===== src/rtl/dfbm_pkg.sv =====
// package: types and constants of the directory free block map
`timescale 1ns / 1ps
`default_nettype none

package dfbm_pkg;

   // directory layout
   localparam int EXTENT_BYTES  = 32;
   localparam int OFFSET_W      = 5;
   localparam int POINTER_START = 16;
   localparam logic [7:0] DELETED_MARK = 8'hE5;

   // byte and result widths
   localparam int BYTE_W      = 8;
   localparam int MAX_ROWS    = 16;
   localparam int ROW_BITS    = 16;
   localparam int ROW_INDEX_W = 4;
   localparam int RSP_TDATA_W = 24;

   // controller states
   typedef enum logic {
      ST_PASS,
      ST_EMIT
   } dfbm_state_type;

   // controller to datapath
   typedef struct packed {
      logic take_byte;
      logic load_row;
   } dfbm_cmd_type;

   // datapath to controller
   typedef struct packed {
      logic last_byte;
      logic last_row;
      logic out_free;
   } dfbm_status_type;

endpackage

`default_nettype wire


===== src/rtl/dfbm_ctrl.sv =====
// controller: sequences the directory pass and the map read-out
`timescale 1ns / 1ps
`default_nettype none

module dfbm_ctrl
   import dfbm_pkg::*;
(
   input  wire logic            clock,
   input  wire logic            reset,
   input  wire logic            req_tvalid,
   output logic                 req_tready,
   input  wire dfbm_status_type status,
   output dfbm_cmd_type         cmd
);

   dfbm_state_type state_ff;
   dfbm_state_type state_in;

   // state register
   always_ff @(posedge clock) begin
      if (reset) begin
         state_ff <= ST_PASS;
      end else begin
         state_ff <= state_in;
      end
   end

   // next state
   always_comb begin
      state_in = state_ff;
      case (state_ff)
         ST_PASS: begin
            if (req_tvalid && status.last_byte) begin
               state_in = ST_EMIT;
            end
         end
         ST_EMIT: begin
            if (status.out_free && status.last_row) begin
               state_in = ST_PASS;
            end
         end
         default: begin
            state_in = ST_PASS;
         end
      endcase
   end

   // outputs
   always_comb begin
      req_tready     = 1'b0;
      cmd.take_byte  = 1'b0;
      cmd.load_row   = 1'b0;
      case (state_ff)
         ST_PASS: begin
            req_tready    = 1'b1;
            cmd.take_byte = req_tvalid;
         end
         ST_EMIT: begin
            cmd.load_row = status.out_free;
         end
         default: begin
            req_tready = 1'b0;
         end
      endcase
   end

endmodule

`default_nettype wire


===== src/rtl/dfbm_datapath.sv =====
// datapath: byte position, extent status, used map rows and result register
`timescale 1ns / 1ps
`default_nettype none

module dfbm_datapath
   import dfbm_pkg::*;
#(
   parameter int BLOCK_COUNT          = 256,
   parameter int EXTENTS_IN_DIRECTORY = 32,
   parameter int POINTERS_PER_EXTENT  = 16,
   parameter int MAP_ROW_WIDTH        = 16
) (
   input  wire logic                    clock,
   input  wire logic                    reset,
   input  wire logic [BYTE_W-1:0]       req_tdata,
   output logic                         rsp_tvalid,
   input  wire logic                    rsp_tready,
   output logic [RSP_TDATA_W-1:0]       rsp_tdata,
   output logic                         rsp_tlast,
   input  wire dfbm_cmd_type            cmd,
   output dfbm_status_type              status
);

   localparam int TOTAL     = EXTENTS_IN_DIRECTORY * EXTENT_BYTES;
   localparam int POS_W     = $clog2(TOTAL);
   localparam int ROWS_ALL  = (BLOCK_COUNT + MAP_ROW_WIDTH - 1) / MAP_ROW_WIDTH;
   localparam int EMIT_ROWS = (ROWS_ALL > MAX_ROWS) ? MAX_ROWS : ROWS_ALL;
   localparam int ROW_W     = (EMIT_ROWS > 1) ? $clog2(EMIT_ROWS) : 1;
   localparam int PTR_END   = POINTER_START + POINTERS_PER_EXTENT;

   logic [POS_W-1:0]                  pos_ff, pos_in;
   logic                              live_ff, live_in;
   logic [EMIT_ROWS-1:0][ROW_BITS-1:0] map_ff, map_in;
   logic [ROW_W-1:0]                  row_ff, row_in;
   logic                              rsp_valid_ff, rsp_valid_in;
   logic [RSP_TDATA_W-1:0]            rsp_data_ff, rsp_data_in;
   logic                              rsp_last_ff, rsp_last_in;

   logic [OFFSET_W-1:0] offset;
   logic                at_status;
   logic                in_ptr_field;
   logic                clear_map;
   logic                mark;
   logic [ROW_BITS-1:0] row_used;

   // where the current byte sits in its extent
   assign offset       = pos_ff[OFFSET_W-1:0];
   assign at_status    = (offset == '0);
   assign in_ptr_field = ({1'b0, offset} >= (OFFSET_W+1)'(POINTER_START)) &&
                         ({1'b0, offset} <  (OFFSET_W+1)'(PTR_END));
   assign clear_map    = cmd.take_byte && (pos_ff == '0);
   assign mark         = cmd.take_byte && in_ptr_field && live_ff &&
                         (req_tdata != '0) &&
                         ({1'b0, req_tdata} < (BYTE_W+1)'(BLOCK_COUNT));

   // status back to the controller
   assign status.last_byte = (pos_ff == POS_W'(TOTAL - 1));
   assign status.last_row  = (row_ff == ROW_W'(EMIT_ROWS - 1));
   assign status.out_free  = !rsp_valid_ff || rsp_tready;

   // byte position and extent status
   always_comb begin
      pos_in  = pos_ff;
      live_in = live_ff;
      if (cmd.take_byte) begin
         pos_in = status.last_byte ? '0 : pos_ff + POS_W'(1);
         if (at_status) begin
            live_in = (req_tdata != DELETED_MARK);
         end
      end
   end

   // map update: cleared at pass start but for block 0, one bit set per nonzero in-range pointer byte of a live extent
   always_comb begin
      int blk;
      blk = 0;
      for (int r = 0; r < EMIT_ROWS; r++) begin
         for (int c = 0; c < ROW_BITS; c++) begin
            blk = r * MAP_ROW_WIDTH + c;
            if ((c < MAP_ROW_WIDTH) && (blk < BLOCK_COUNT)) begin
               if (clear_map) begin
                  map_in[r][c] = (blk == 0);
               end else begin
                  map_in[r][c] = map_ff[r][c] |
                                 (mark && (req_tdata == blk[BYTE_W-1:0]));
               end
            end else begin
               map_in[r][c] = 1'b0;
            end
         end
      end
   end

   // read-out row counter and result register
   assign row_used = map_ff[row_ff];

   always_comb begin
      row_in       = row_ff;
      rsp_valid_in = rsp_valid_ff;
      rsp_data_in  = rsp_data_ff;
      rsp_last_in  = rsp_last_ff;
      if (cmd.load_row) begin
         row_in       = status.last_row ? '0 : row_ff + ROW_W'(1);
         rsp_valid_in = 1'b1;
         rsp_data_in  = {(RSP_TDATA_W - ROW_BITS - ROW_INDEX_W)'(0), row_used,
                         ROW_INDEX_W'(row_ff)};
         rsp_last_in  = status.last_row;
      end else if (rsp_tready) begin
         rsp_valid_in = 1'b0;
      end
   end

   // control registers
   always_ff @(posedge clock) begin
      if (reset) begin
         pos_ff       <= '0;
         live_ff      <= 1'b0;
         row_ff       <= '0;
         rsp_valid_ff <= 1'b0;
         map_ff       <= (EMIT_ROWS * ROW_BITS)'(1);
      end else begin
         pos_ff       <= pos_in;
         live_ff      <= live_in;
         row_ff       <= row_in;
         rsp_valid_ff <= rsp_valid_in;
         map_ff       <= map_in;
      end
   end

   // result payload
   always_ff @(posedge clock) begin
      rsp_data_ff <= rsp_data_in;
      rsp_last_ff <= rsp_last_in;
   end

   assign rsp_tvalid = rsp_valid_ff;
   assign rsp_tdata  = rsp_data_ff;
   assign rsp_tlast  = rsp_last_ff;

endmodule

`default_nettype wire


===== src/rtl/directory_free_block_map_core.sv =====
// Directory free block map: one directory byte accepted per cycle during a pass.
// A pass is EXTENTS_IN_DIRECTORY*32 bytes; after the last byte the state register moves to
// read-out, and the rows go out through the result register, one row per cycle while the
// result side accepts, min(ceil(BLOCK_COUNT/MAP_ROW_WIDTH),16) rows, with input held off
// during the read-out. Back-pressure on the result side stretches the read-out.
// Synchronous active-high reset: position zero, block 0 used, no result pending.
`timescale 1ns / 1ps
`default_nettype none

module directory_free_block_map_core
   import dfbm_pkg::*;
#(
   parameter int BLOCK_COUNT          = 256,
   parameter int EXTENTS_IN_DIRECTORY = 32,
   parameter int POINTERS_PER_EXTENT  = 16,
   parameter int MAP_ROW_WIDTH        = 16
) (
   input  wire logic                    clock,
   input  wire logic                    reset,
   input  wire logic                    req_tvalid,
   output logic                         req_tready,
   input  wire logic [BYTE_W-1:0]       req_tdata,   // [7:0] dir_byte
   output logic                         rsp_tvalid,
   input  wire logic                    rsp_tready,
   output logic [RSP_TDATA_W-1:0]       rsp_tdata,   // [3:0] row_index, [19:4] row_used
   output logic                         rsp_tlast    // last_row
);

   dfbm_cmd_type    cmd;
   dfbm_status_type status;

   // pass and read-out sequencing
   dfbm_ctrl u_ctrl (
      .clock      (clock),
      .reset      (reset),
      .req_tvalid (req_tvalid),
      .req_tready (req_tready),
      .status     (status),
      .cmd        (cmd)
   );

   // map storage and result register
   dfbm_datapath #(
      .BLOCK_COUNT          (BLOCK_COUNT),
      .EXTENTS_IN_DIRECTORY (EXTENTS_IN_DIRECTORY),
      .POINTERS_PER_EXTENT  (POINTERS_PER_EXTENT),
      .MAP_ROW_WIDTH        (MAP_ROW_WIDTH)
   ) u_datapath (
      .clock      (clock),
      .reset      (reset),
      .req_tdata  (req_tdata),
      .rsp_tvalid (rsp_tvalid),
      .rsp_tready (rsp_tready),
      .rsp_tdata  (rsp_tdata),
      .rsp_tlast  (rsp_tlast),
      .cmd        (cmd),
      .status     (status)
   );

endmodule

`default_nettype wire


===== config.mk =====
export PLATFORM = sky130hd
export DESIGN_NAME = directory_free_block_map_core
export DESIGN_NICKNAME = d
export VERILOG_FILES = /design/src/rtl/dfbm_pkg.sv /design/src/rtl/dfbm_ctrl.sv /design/src/rtl/dfbm_datapath.sv /design/src/rtl/directory_free_block_map_core.sv
export SDC_FILE = /design/constraint.sdc
export NUM_CORES = 1
export LEC_CHECK = 0
export BUFFER_PORTS_ARGS = -buffer_cell sky130_fd_sc_hd__buf_2
export CAP_MARGIN = 15
export CORE_UTILIZATION = 35
export CTS_BUF_LIST = sky130_fd_sc_hd__clkbuf_8
export CTS_CLUSTER_SIZE = 24
export DETAILED_ROUTE_END_ITERATION = 16
export GPL_TIMING_DRIVEN = 0
export SLEW_MARGIN = 20
export SYNTH_ARGS = -nofsm -noshare
export SYNTH_HDL_FRONTEND = slang
export SYNTH_SLANG_ARGS = --single-unit

===== constraint.sdc =====
create_clock -name clock -period 2.9 [get_ports clock]
set_input_delay 0 -clock clock [delete_from_list [all_inputs] [get_ports clock]]
set_output_delay 0 -clock clock [all_outputs]
set_load 0.01 [all_outputs]

# Yosys cells after proc, flatten, opt, wreduce, memory -nomap -nowiden
# Cells that the tools add are included.
# totals
reg_bits	294
inputBits	12
output_inout_bits	27
word_cells	825
# classes
add_sub_neg	2
magnitude_cmp	2
eq_ne	258
mux	12
bitwise	257
n_reduce_logical	271
# ops
cell	count
$eq A8 B8 Y1 const B	128
$eq A8 B7 Y1 const B	64
$logic_and A1 B1 Y1	262
$eq A8 B6 Y1 const B	32
$or A1 B1 Y1	256
$eq A8 B5 Y1 const B	16
$bmux W16 S4	1
$eq A8 B4 Y1 const B	8
$eq A8 B3 Y1 const B	4
$eq A8 B2 Y1 const B	2
$mux W16	1
$add A10 B1 Y10 const B	1
$eq A10 B10 Y1 const B	1
$logic_not A10 Y1	1
$mux W10	1
$eq A8 B1 Y1 const B	1
$logic_not A8 Y1	1
$ne A8 B8 Y1 const B	1
$reduce_bool A8 Y1	1
$mux W1	7
$ge A5 B5 Y1 const B	1
$logic_not A5 Y1	1
$lt A4 B5 Y1 const B	1
$add A4 B1 Y4 const B	1
9 further kinds	9

# Logic depth before layout (Yosys ltp)
# Gate-level depths: netlist (run 1).
# depth
word_depth	6
ltp_mapped	7
depth_no_buf	5

# Cells and area by module
# From an unflattened synthesis (run 1), not the netlist that was laid out.
# unflattened
hier_cells	1208
hier_area_um2	12564.6
# modules_own_cells
mod	n_inst	cells_per_inst	area_each_um2	seq_area_each_um2
dfbm_datapath	1	1202	12510.7	6075.8
dfbm_ctrl	1	6	53.8	20.0

# Worst setup path after synthesis (run 1)
# Ideal clock, no wire load.
# synth_timing
kind	register to register
from	register u_datapath.row_ff[0]
to	register u_datapath.rsp_data_ff[11], in the netlist u_datapath.rsp_tdata[11] (data pin)
arrival_ns	1.813
path_slack_ns	0.828
stages_incl_launch_ff	6
path_buffers	2
path_cell_list	dfxtp_1 clkbuf_1 clkbuf_1 mux4_2 a22oi_1 nand2_1
# synth_via
elab_chain_cells	2
# synth_lines
item	line	text
from (decl)	dfbm_datapath.sv:34	logic [ROW_W-1:0] row_ff, row_in;
from (signal assigned)	dfbm_datapath.sv:124	row_ff <= row_in;
$bmux W16 S4	dfbm_datapath.sv:95	assign row_used = map_ff[row_ff];
$mux W16 (not written as such)	dfbm_datapath.sv:95	
named net u_datapath.row_used[7]	dfbm_datapath.sv:44	logic [ROW_BITS-1:0] row_used;
to (signal assigned)	dfbm_datapath.sv:132	rsp_data_ff <= rsp_data_in;
to (decl)	dfbm_datapath.sv:36	logic [RSP_TDATA_W-1:0] rsp_data_ff, rsp_data_in;
# The timed path passes the listed nets, and every way through them passes these cells. The select of a mux whose other input is x is not followed.
# A chain may end at the register's enable or synchronous reset.

# Final worst setup path (run 1)
# layout_timing
from	register u_datapath.row_ff[1]
to	register u_datapath.rsp_data_ff[7], in the netlist u_datapath.rsp_tdata[7] (data pin)
# The elaborated chain is that of the path after synthesis.

==> results.json, run 1 <==
{
  "ir_drop_mv": 0.272,
  "overflow": 0,
  "crit_fanout": 10,
  "power.leakage_uw": 0.00486,
  "portBuffers": 32,
  "ant_nets": 0,
  "drt-initial-drc-count": 806,
  "pin_count": 39,
  "period_minus_slack_ps": 2750,
  "cpMostUsedCell": "buf_1",
  "synth_top_area_cell": "dfxtp_1",
  "gr-usage-all-layers_pct": 18.9,
  "synthFlopType": "dfxtp_1",
  "crit_chain": "buf_1 -> buf_1 -> mux4_2 -> a22oi_1 -> nand2_1",
  "start_util_pct": 35.5,
  "multi_input_area_mm2": 0.00497,
  "max-slew-margin-rel_pct": 26.2,
  "grt_pass1_wl_um": 48800,
  "cap_viol_max_count": 0,
  "yosys-top-cells-area": "dfxtp_1, mux4_2, a21oi_1, nor2_1, edfxtp_1",
  "hold_viol": 5,
  "synth_cell_types": 42,
  "syn_to_final_growth_pct": 16.0,
  "drc": 0,
  "hp-class": "in2reg",
  "wl_per_cell_um": 18.3,
  "path_buf_inv": 2,
  "synth_edf_count": 21,
  "diodes": 0,
  "core_mm2": 0.0325,
  "place_area_mm2": 0.0123,
  "antenna_found_initial": 0,
  "required_ps": 3220,
  "path_class": "reg2reg",
  "startpoint_type": "flop",
  "path_delay_family": "buffers and inverters",
  "crit_arrival_ps": 3060,
  "yosysWarnings": 0,
  "cts-root-buf": "clkbuf_8",
  "die_area_mm2": 0.0336,
  "synth_top_area_share_pct": 47.4,
  "die_h_um": 183,
  "synth_seq_cells": 294,
  "drive_gt1_share_pct": 20.8,
  "ys_seq_area_share_pct": 52.9,
  "dpl.hpwl_um": 22000,
  "routed_via_density": 5.22,
  "vias": 8894,
  "worst_pin_slew_ps": 1100,
  "row_count": 66,
  "min_period_over_period_pct": 94.7,
  "tns_ps": 0,
  "slowest_delay_ps": 620,
  "final_nets": 1240,
  "cp_slowest_cell": "buf_1",
  "powerDensity_mw_per_mm2": 621,
  "synth_area_per_cell_um2": 10.1,
  "r2r_setup_slack_ps": 150,
  "status": "complete, but fails checks",
  "numCtsBuffers": 48,
  "setup_viol": 0,
  "fillerInstances": 3134,
  "drt_first_pass_iters": 5,
  "cts_buffer_depth": 3,
  "synth-async-reset-ratio_pct": 0,
  "htreeDepth": 2,
  "gp_congestion": 0.847,
  "regArea_mm2": 0.00610,
  "synthesis.area_mm2": 0.0115,
  "clock_latency_ps": 580,
  "synth_cells": 1135,
  "clock-sinks": 294,
  "path_clk_slew_ps": 60,
  "whs_ps": -14.8,
  "grt_max_degree": 22,
  "die_x_um": 183,
  "fin_area_mm2": 0.0134,
  "grt_pass1_vias": 8645,
  "drv_slew": 0,
  "tritoncts": "done",
  "totalWireLength_um": 31300,
  "failed_checks": "hold timing",
  "rsz0062_at_grt": "no",
  "end_kind": "flop",
  "skew_ps": 25.3,
  "fmax_ghz": 0.364
}
==> cells in the mapped netlist, types with 6 or more instances <==
cell      number
xor2_1         8
a22oi_1       32
buf_2         48
a21oi_1      261
edfxtp_1      21
buf_1          6
nor2_1       268
nand2_1       28
nor2_2        11
clkbuf_1      31
nor3_4         8
mux4_2        64
nor3_1         8
dfxtp_1      273
nand2b_1      10
==> report_power, final <==
group	leakage [uW]	switching, uW	internal, uW
registers	0.00242	4.63	4080
clock network	0.000592	1670	2250
logic	0.00185	234	59.4
==> sequential cells by signal, indices dropped and copies added (netlist names) <==
signal,flops
u_datapath.rsp_tvalid,1
u_ctrl.state_ff,1
u_datapath.row_ff,4
u_datapath.rsp_tdata,20
u_datapath.rsp_tlast,1
u_datapath.map_ff,256
u_datapath.live_ff,1
u_datapath.pos_ff,10
==> cell usage in the layout, fill, tap and decap left out, types with 18 or more instances in the layout <==
cell type / netlist / final
a21oi_1: 261 / 261
a22oi_1: 32 / 32
buf_2: 48 / 80
clkbuf_1: 31 / 30
clkbuf_8: 0 / 61
dfxtp_1: 273 / 273
edfxtp_1: 21 / 21
inv_1: 5 / 18
mux4_2: 64 / 64
nand2_1: 28 / 28
nor2_1: 268 / 268
==> cells by family after synthesis <==
kind of cell	count (synthesis)	synth area share (%)
multiplexers	64	12.5
flip-flops	294	52.9
AND/OR/NAND/NOR	364	15.3
other	1	0.0326
AO/OA/AOI/OAI	302	14.1
XOR/XNOR	9	0.684
buffers and inverters	98	4.15
adder cells (fa/ha/maj)	3	0.326
==> timing repair <==
action                                  in CTS  in global routing
endpoints found under the hold margin       15                  1
buffers inserted                             0                  0
endpoints found under the setup margin       0                  2
hold buffers                                 3                  1
gates resized for setup                      0                  3
==> layout make-up <==
type                            count  area share (%)
Buffer                             93            3.45
Clock buffer                       61            6.28
Clock inverter                     26            1.63
Inverter                            5           0.140
Multi-Input combinational cell    746            37.2
Sequential cell                   294            45.6
Tap cell                          442            4.14
Timing Repair Buffer               37            1.55
==> routing by layer <==
| layer | wire length [um] | global-route usage (%) | vias to the layer above |
|---|---|---|---|
| met2 | 14700 | 30.8 | 320 |
| met3 | 2070 | 3.80 | 51 |
| met4 | 618 | 6.97 | 0 |
| met1 | 13900 | 24.7 | 4342 |
| met5 | 0 | 0 | - |
| li1 | - | - | 4181 |
==> worst register-to-register path: stages, from the launching register on <==
cell and delay, ps:
dfxtp_1 480, buf_1 610, buf_1 620, mux4_2 460, a22oi_1 230, nand2_1 110
==> stage by stage <==
step / power [uW] / instances / utilization [%] / setup WS [ps]
final: 8300 / 1704 / 41.2 / 155
after floorplan: 4350 / 1138 / - / 828
after global placement: 4460 / 1612 / 37.7 / 96.7
after global routing: 8580 / 1704 / 41.2 / 36.5
after CTS: 8360 / 1703 / 41.1 / 28.7
after detailed placement: 4460 / 1613 / 37.8 / 51.3
==> final timing paths <==
check	cells past startpoint	end	start
setup / recovery	5	u_datapath.rsp_tdata[7]	u_datapath.row_ff[1]
hold / removal	4	u_datapath.map_ff[18]	req_tdata[6]
setup reg to reg	5	u_datapath.rsp_tdata[7]	u_datapath.row_ff[1]
hold reg to reg	1	u_datapath.map_ff[0]	u_datapath.map_ff[0]
Power figures use the tool's default switching activity.
==> run 2: changes to the inputs <==
--- a/config.mk
+++ b/config.mk
@@ -7,11 +7,14 @@
 export LEC_CHECK = 0
 export BUFFER_PORTS_ARGS = -buffer_cell sky130_fd_sc_hd__buf_2
 export CAP_MARGIN = 15
+export CELL_PAD_IN_SITES_DETAIL_PLACEMENT = 1
+export CELL_PAD_IN_SITES_GLOBAL_PLACEMENT = 1
 export CORE_UTILIZATION = 35
 export CTS_BUF_LIST = sky130_fd_sc_hd__clkbuf_8
 export CTS_CLUSTER_SIZE = 24
 export DETAILED_ROUTE_END_ITERATION = 16
 export GPL_TIMING_DRIVEN = 0
+export PLACE_DENSITY_LB_ADDON = 0.1
 export SLEW_MARGIN = 20
 export SYNTH_ARGS = -nofsm -noshare
 export SYNTH_HDL_FRONTEND = slang
==> results.json, run 2 (synthesis gave the netlist of run 1 again) <==
{
  "crit_arrival_ps": 2970,
  "p_int_uw": 6220,
  "drive_gt1_share_pct": 20.8,
  "gp_congestion": 0.804,
  "largest_reg_flops": 256,
  "die_x_um": 183,
  "hp-class": "in2reg",
  "power_uw": 8210,
  "pre_cts_ws_ps": -31.5,
  "ir_drop_mv": 0.277,
  "portBuffers": 32,
  "core_mm2": 0.0325,
  "clock-sinks": 294,
  "totalWireLength_um": 34600,
  "whs_ps": 84.1,
  "required_ps": 3210,
  "postCtsSetupBuffers": 0,
  "clock_latency_ps": 600,
  "powerDensity_mw_per_mm2": 612,
  "period_minus_slack_ps": 2670,
  "drt_first_pass_iters": 4,
  "diodes": 0,
  "crit_path_start": "u_datapath.row_ff[0]",
  "routed_via_density": 5.05,
  "die_h_um": 183,
  "drt-initial-drc-count": 448,
  "reg2reg_depth": 6,
  "antenna_found_initial": 0,
  "drv_slew": 0,
  "end_kind": "flop",
  "hold_viol": 0,
  "p_seq_share_pct": 49.8,
  "top_register": "u_datapath.map_ff",
  "setup_viol": 0,
  "overflow": 0,
  "holdPathStages": 5,
  "r2r-start": "u_datapath.row_ff[0]",
  "drc": 0,
  "switchingPower_uw": 1990,
  "worst_pin_slew_ps": 1080,
  "syn_to_final_growth_pct": 16.5,
  "tritoncts": "done",
  "status": "complete, no violations",
  "wl_per_cell_um": 20.1,
  "htreeDepth": 2,
  "max-slew-margin-rel_pct": 27.6,
  "power.leakage_uw": 0.00491,
  "cap_viol_max_count": 0,
  "start_util_pct": 35.5,
  "crit_fanout": 10,
  "skew_ps": 15.0,
  "swShare_pct": 24.3,
  "grt_pass1_wl_um": 53400,
  "numCtsBuffers": 52,
  "row_count": 66,
  "startpoint_type": "flop",
  "gr-usage-all-layers_pct": 21.1,
  "fin_ws_ps": 234,
  "p_clk_share_pct": 46.6,
  "rsz0062_at_grt": "no",
  "layout_common_cells": "dfxtp_1, nor2_1, a21oi_1, buf_2, clkbuf_8",
  "ant_nets": 0,
  "min_from": "req_tdata[3]",
  "cts-root-buf": "clkbuf_8",
  "final_common_cell": "dfxtp_1",
  "grt_max_degree": 22,
  "p_comb_share_pct": 3.6,
  "min_period_over_period_pct": 91.9,
  "pin_count": 39,
  "die_area_mm2": 0.0336,
  "grt_pass1_vias": 8926,
  "final_nets": 1250,
  "path_clk_slew_ps": 60,
  "fmax_ghz": 0.375,
  "path_class": "reg2reg",
  "vias": 8677,
  "cts_buffer_depth": 3,
  "dpl.hpwl_um": 25600
}
==> run 2: cell types whose count changed in the layout (fill, tap and decap cells not counted) <==
cell,previous run,this run
clkinv_1,2,8
buf_1,6,4
clkbuf_1,30,29
inv_6,1,3
clkbuf_8,61,67
dlygate4sd3_1,4,10
nor3_1,7,6
nor3_2,1,2
clkbuf_2,1,4
clkinv_2,5,2
bufinv_16,4,0
clkinvlp_4,1,0
inv_1,18,21
==> run 2: power groups by stage <==
stage | Sequential (uW) | Clock, uW | Combinational (uW)
2_1_floorplan | 4180 | 0 | 174
3_3_place_gp | 4180 | 0 | 296
3_5_place_dp | 4180 | 0 | 297
4_1_cts | 4090 | 3940 | 307
5_1_grt | 4090 | 4120 | 327
6_report | 4090 | 3830 | 298
==> run 2: critical path: stages (launching register included) <==
cell	delay, ps
dfxtp_1	360
clkbuf_1	210
buf_2	420
buf_2	450
mux4_2	550
a22oi_1	210
nand2_1	170
==> run 2: metal layers <==
layer / wire (um) / GRT usage, % / share of wire [%] / up-vias
li1: - / - / - / 4197
met1: 16500 / 28.3 / 48 / 4292
met2: 16300 / 35.2 / 47 / 130
met3: 1150 / 3.37 / 3.3 / 58
met4: 658 / 5.53 / 1.9 / 0
met5: 0 / 0 / 0 / -
==> run 2: repair_timing <==
| action | 4_1_cts | 5_1_grt |
|---|---|---|
| hold buffers | 10 | 0 |
| resized for setup | 1 | 2 |
| endpoints found under the hold margin | 54 | 0 |
| endpoints found under the setup margin | 6 | 1 |
==> run 2: worst paths after layout <==
kind | slack [ps] | end
setup / recovery | 230 | u_datapath.rsp_tdata[12]
hold / removal | 80 | u_datapath.map_ff[83]
setup reg to reg | 230 | u_datapath.rsp_tdata[12]
hold reg to reg | 450 | u_datapath.map_ff[0]
==> run 2: stage by stage <==
step	area, um^2	util (%)	instances	setup TNS [ps]
detailed placement	12300	37.8	1613	-86.3
floorplan	11500	-	1138	0
global placement	12200	37.7	1612	-40.4
CTS	13400	41.3	1719	0
global route	13400	41.4	1719	0
finish	13400	41.4	1719	0
==> run 2: cell type report <==
class                           count  area (um^2)
Fill cell                        3672        19000
Tap cell                          442          553
Buffer                             93          464
Timing Repair Buffer               43          268
Clock inverter                     29          126
Clock buffer                       67          922
Sequential cell                   294         6100
Inverter                            5         18.8
Multi-Input combinational cell    746         4970
==> run 3: changes to the inputs <==
--- a/config.mk
+++ b/config.mk
@@ -9,7 +9,8 @@
 export CAP_MARGIN = 15
 export CELL_PAD_IN_SITES_DETAIL_PLACEMENT = 1
 export CELL_PAD_IN_SITES_GLOBAL_PLACEMENT = 1
-export CORE_UTILIZATION = 35
+export CORE_MARGIN = 2
+export CORE_UTILIZATION = 51
 export CTS_BUF_LIST = sky130_fd_sc_hd__clkbuf_8
 export CTS_CLUSTER_SIZE = 24
 export DETAILED_ROUTE_END_ITERATION = 16
@@ -18,4 +19,5 @@
 export SLEW_MARGIN = 20
 export SYNTH_ARGS = -nofsm -noshare
 export SYNTH_HDL_FRONTEND = slang
+export SYNTH_HIERARCHICAL = 1
 export SYNTH_SLANG_ARGS = --single-unit
==> results.json, run 3 <==
{
  "path_clk_slew_ps": 60,
  "crit_arrival_ps": 3010,
  "min_from": "req_tdata[7]",
  "end_kind": "flop",
  "ys_seq_area_share_pct": 48.5,
  "cp_slowest_cell": "buf_1",
  "ant_nets": 0,
  "required_ps": 3190,
  "synth_seq_cells": 294,
  "die_h_um": 161,
  "vias": 10770,
  "drt-initial-drc-count": 963,
  "multi_input_area_mm2": 0.00571,
  "yosysWarnings": 6,
  "synth_top_area_share_pct": 43.5,
  "grt_pass1_wl_um": 64500,
  "power.leakage_uw": 0.00481,
  "grt_max_degree": 27,
  "core_mm2": 0.0242,
  "powerDensity_mw_per_mm2": 591,
  "yosys-top-cells-area": "dfxtp_1, mux4_2, nor2_1, a31oi_1, a41oi_1",
  "startpoint_type": "flop",
  "synthSimpleGateAreaFrac_pct": 14.9,
  "synth_xor_area_share_pct": 0.209,
  "hp-class": "in2reg",
  "layout_common_cells": "dfxtp_1, nor2_1, a31oi_1, clkbuf_1, a41oi_1",
  "htreeDepth": 2,
  "synth_compound_area_share_pct": 18.2,
  "hold_viol": 0,
  "min_period_over_period_pct": 93.8,
  "tritoncts": "done",
  "wl_per_cell_um": 24.8,
  "synth_area_per_cell_um2": 10.4,
  "synth-async-reset-ratio_pct": 0,
  "cp.depth": 5,
  "diodes": 0,
  "ys_top_cells_by_count": "dfxtp_1, nor2_1, a31oi_1",
  "largest_reg_flops": 256,
  "synthFlopType": "dfxtp_1",
  "cts-root-buf": "clkbuf_8",
  "overflow": 0,
  "drive_gt1_share_pct": 18.3,
  "die_area_mm2": 0.0259,
  "r2r-start": "u_datapath/row_ff[1]",
  "crit_chain": "buf_2 -> buf_1 -> mux4_2 -> a22oi_1 -> nand2_1",
  "start_util_pct": 51.8,
  "synth_top_family_by_area": "compound AO/OA/AOI/OAI gates",
  "drc": 0,
  "antenna_found_initial": 0,
  "synth_cell_types": 54,
  "fin_ws_ps": 179,
  "path_delay_family": "buffers and inverters",
  "clock_latency_ps": 570,
  "path_class": "reg2reg",
  "syn_to_final_growth_pct": 13.5,
  "grt_pass1_vias": 11200,
  "yosysMostFrequentCell": "dfxtp_1",
  "final_nets": 1315,
  "row_count": 57,
  "setup_viol": 0,
  "crit_fanout": 10,
  "pre_cts_ws_ps": 261,
  "synth_edf_count": 21,
  "worst_pin_slew_ps": 1110,
  "synthesis.area_mm2": 0.0126,
  "gp_congestion": 0.864,
  "slowest_delay_ps": 800,
  "ir_drop_mv": 0.333,
  "period_minus_slack_ps": 2720,
  "top_register": "u_datapath/map_ff",
  "synth_top_area_cell": "dfxtp_1",
  "synthAdderAreaFrac_pct": 0.299,
  "clock-sinks": 294,
  "fillerInstances": 2675,
  "crit_path_start": "u_datapath/row_ff[1]",
  "pin_count": 39,
  "drv_slew": 0,
  "path_buf_inv": 2,
  "totalWireLength_um": 41300,
  "drt_first_pass_iters": 7,
  "endpoint": "u_datapath/rsp_tdata[13]",
  "dpl.hpwl_um": 29100,
  "gr-usage-all-layers_pct": 32.1,
  "portBuffers": 34,
  "postCtsSetupBuffers": 0,
  "numCtsBuffers": 50,
  "synthMuxAreaShare_pct": 11.6,
  "r2r_setup_slack_ps": 180,
  "tns_ps": 0,
  "fmax_ghz": 0.368,
  "routed_via_density": 6.46,
  "status": "complete, no violations",
  "synth_cells": 1208,
  "max-slew-margin-rel_pct": 25.7,
  "reg2reg_depth": 5,
  "cts_buffer_depth": 3,
  "rsz0062_at_grt": "no",
  "timing.rr.end": "u_datapath/rsp_tdata[13]",
  "final_common_cell": "dfxtp_1",
  "cap_viol_max_count": 0,
  "die_x_um": 161,
  "regArea_mm2": 0.00610,
  "skew_ps": 10.1
}
-- run 3: cell type report --
cell class,count,share of cell area [%]
Buffer,157,5.27
Tap cell,324,2.84
Timing Repair Buffer,37,1.40
Sequential cell,294,42.8
Clock buffer,65,6.28
Inverter,7,0.184
Multi-Input combinational cell,753,40.0
Clock inverter,29,1.22
-- run 3: cells by family (layout without fill, tap and decap cells) --
logic type | after synthesis | in the layout
compound gates | 312 | 312
simple gates | 365 | 365
other cells | 1 | 4
buf+inv | 164 | 295
flops | 294 | 294
xor+xnor | 3 | 3
mux | 66 | 66
fa+ha+maj | 3 | 3
-- run 3: power breakdown --
group	switching, uW	internal (uW)	total, uW
Combinational	329	109	438
Clock	1710	2190	3900
Sequential	4.18	4080	4090
Total	2040	6380	8420
-- run 3: worst min path at each step --
stage / end / slack [ps] / depth (start not counted)
after floorplan: u_ctrl/state_ff / 80 / 1
after global placement: u_ctrl/state_ff / 220 / 2
after detailed placement: u_ctrl/state_ff / 230 / 2
after CTS: u_datapath/map_ff[174] / 30 / 4
after global routing: u_datapath/map_ff[174] / 70 / 4
final: u_datapath/map_ff[174] / 60 / 4
-- run 3: timing repair --
action | in CTS | in global routing
hold buffers | 3 | 0
hold endpoints to repair | 14 | 0
resized for setup | 0 | 0
setup endpoints to repair | 0 | 0
-- run 3: routing by layer --
| metal | vias to the layer above | wire (um) | global-route usage (%) |
|---|---|---|---|
| li1 | 4810 | - | - |
| met1 | 5444 | 16800 | 40.7 |
| met2 | 394 | 19800 | 53.2 |
| met3 | 122 | 2300 | 4.44 |
| met4 | 0 | 2430 | 18.0 |
| met5 | - | 0 | 0 |
-- run 3: worst min-delay path: stages --
cell	delay (ps)
buf_2	140
nand4bb_1	210
nor4_1	70
o21a_1	160
-- run 3: metrics by stage --
step | std cells | power (uW) | utilization [%] | cell area, um^2 | hold WS (ps)
global placement | 1569 | 4590 | 54.2 | 13200 | 224
detailed placement | 1569 | 4600 | 54.2 | 13200 | 229
floorplan | 1211 | 4450 | - | 12600 | 78.0
global route | 1666 | 8710 | 58.8 | 14300 | 71.0
CTS | 1666 | 8480 | 58.8 | 14200 | 33.7
finish | 1666 | 8420 | 58.8 | 14300 | 59.4
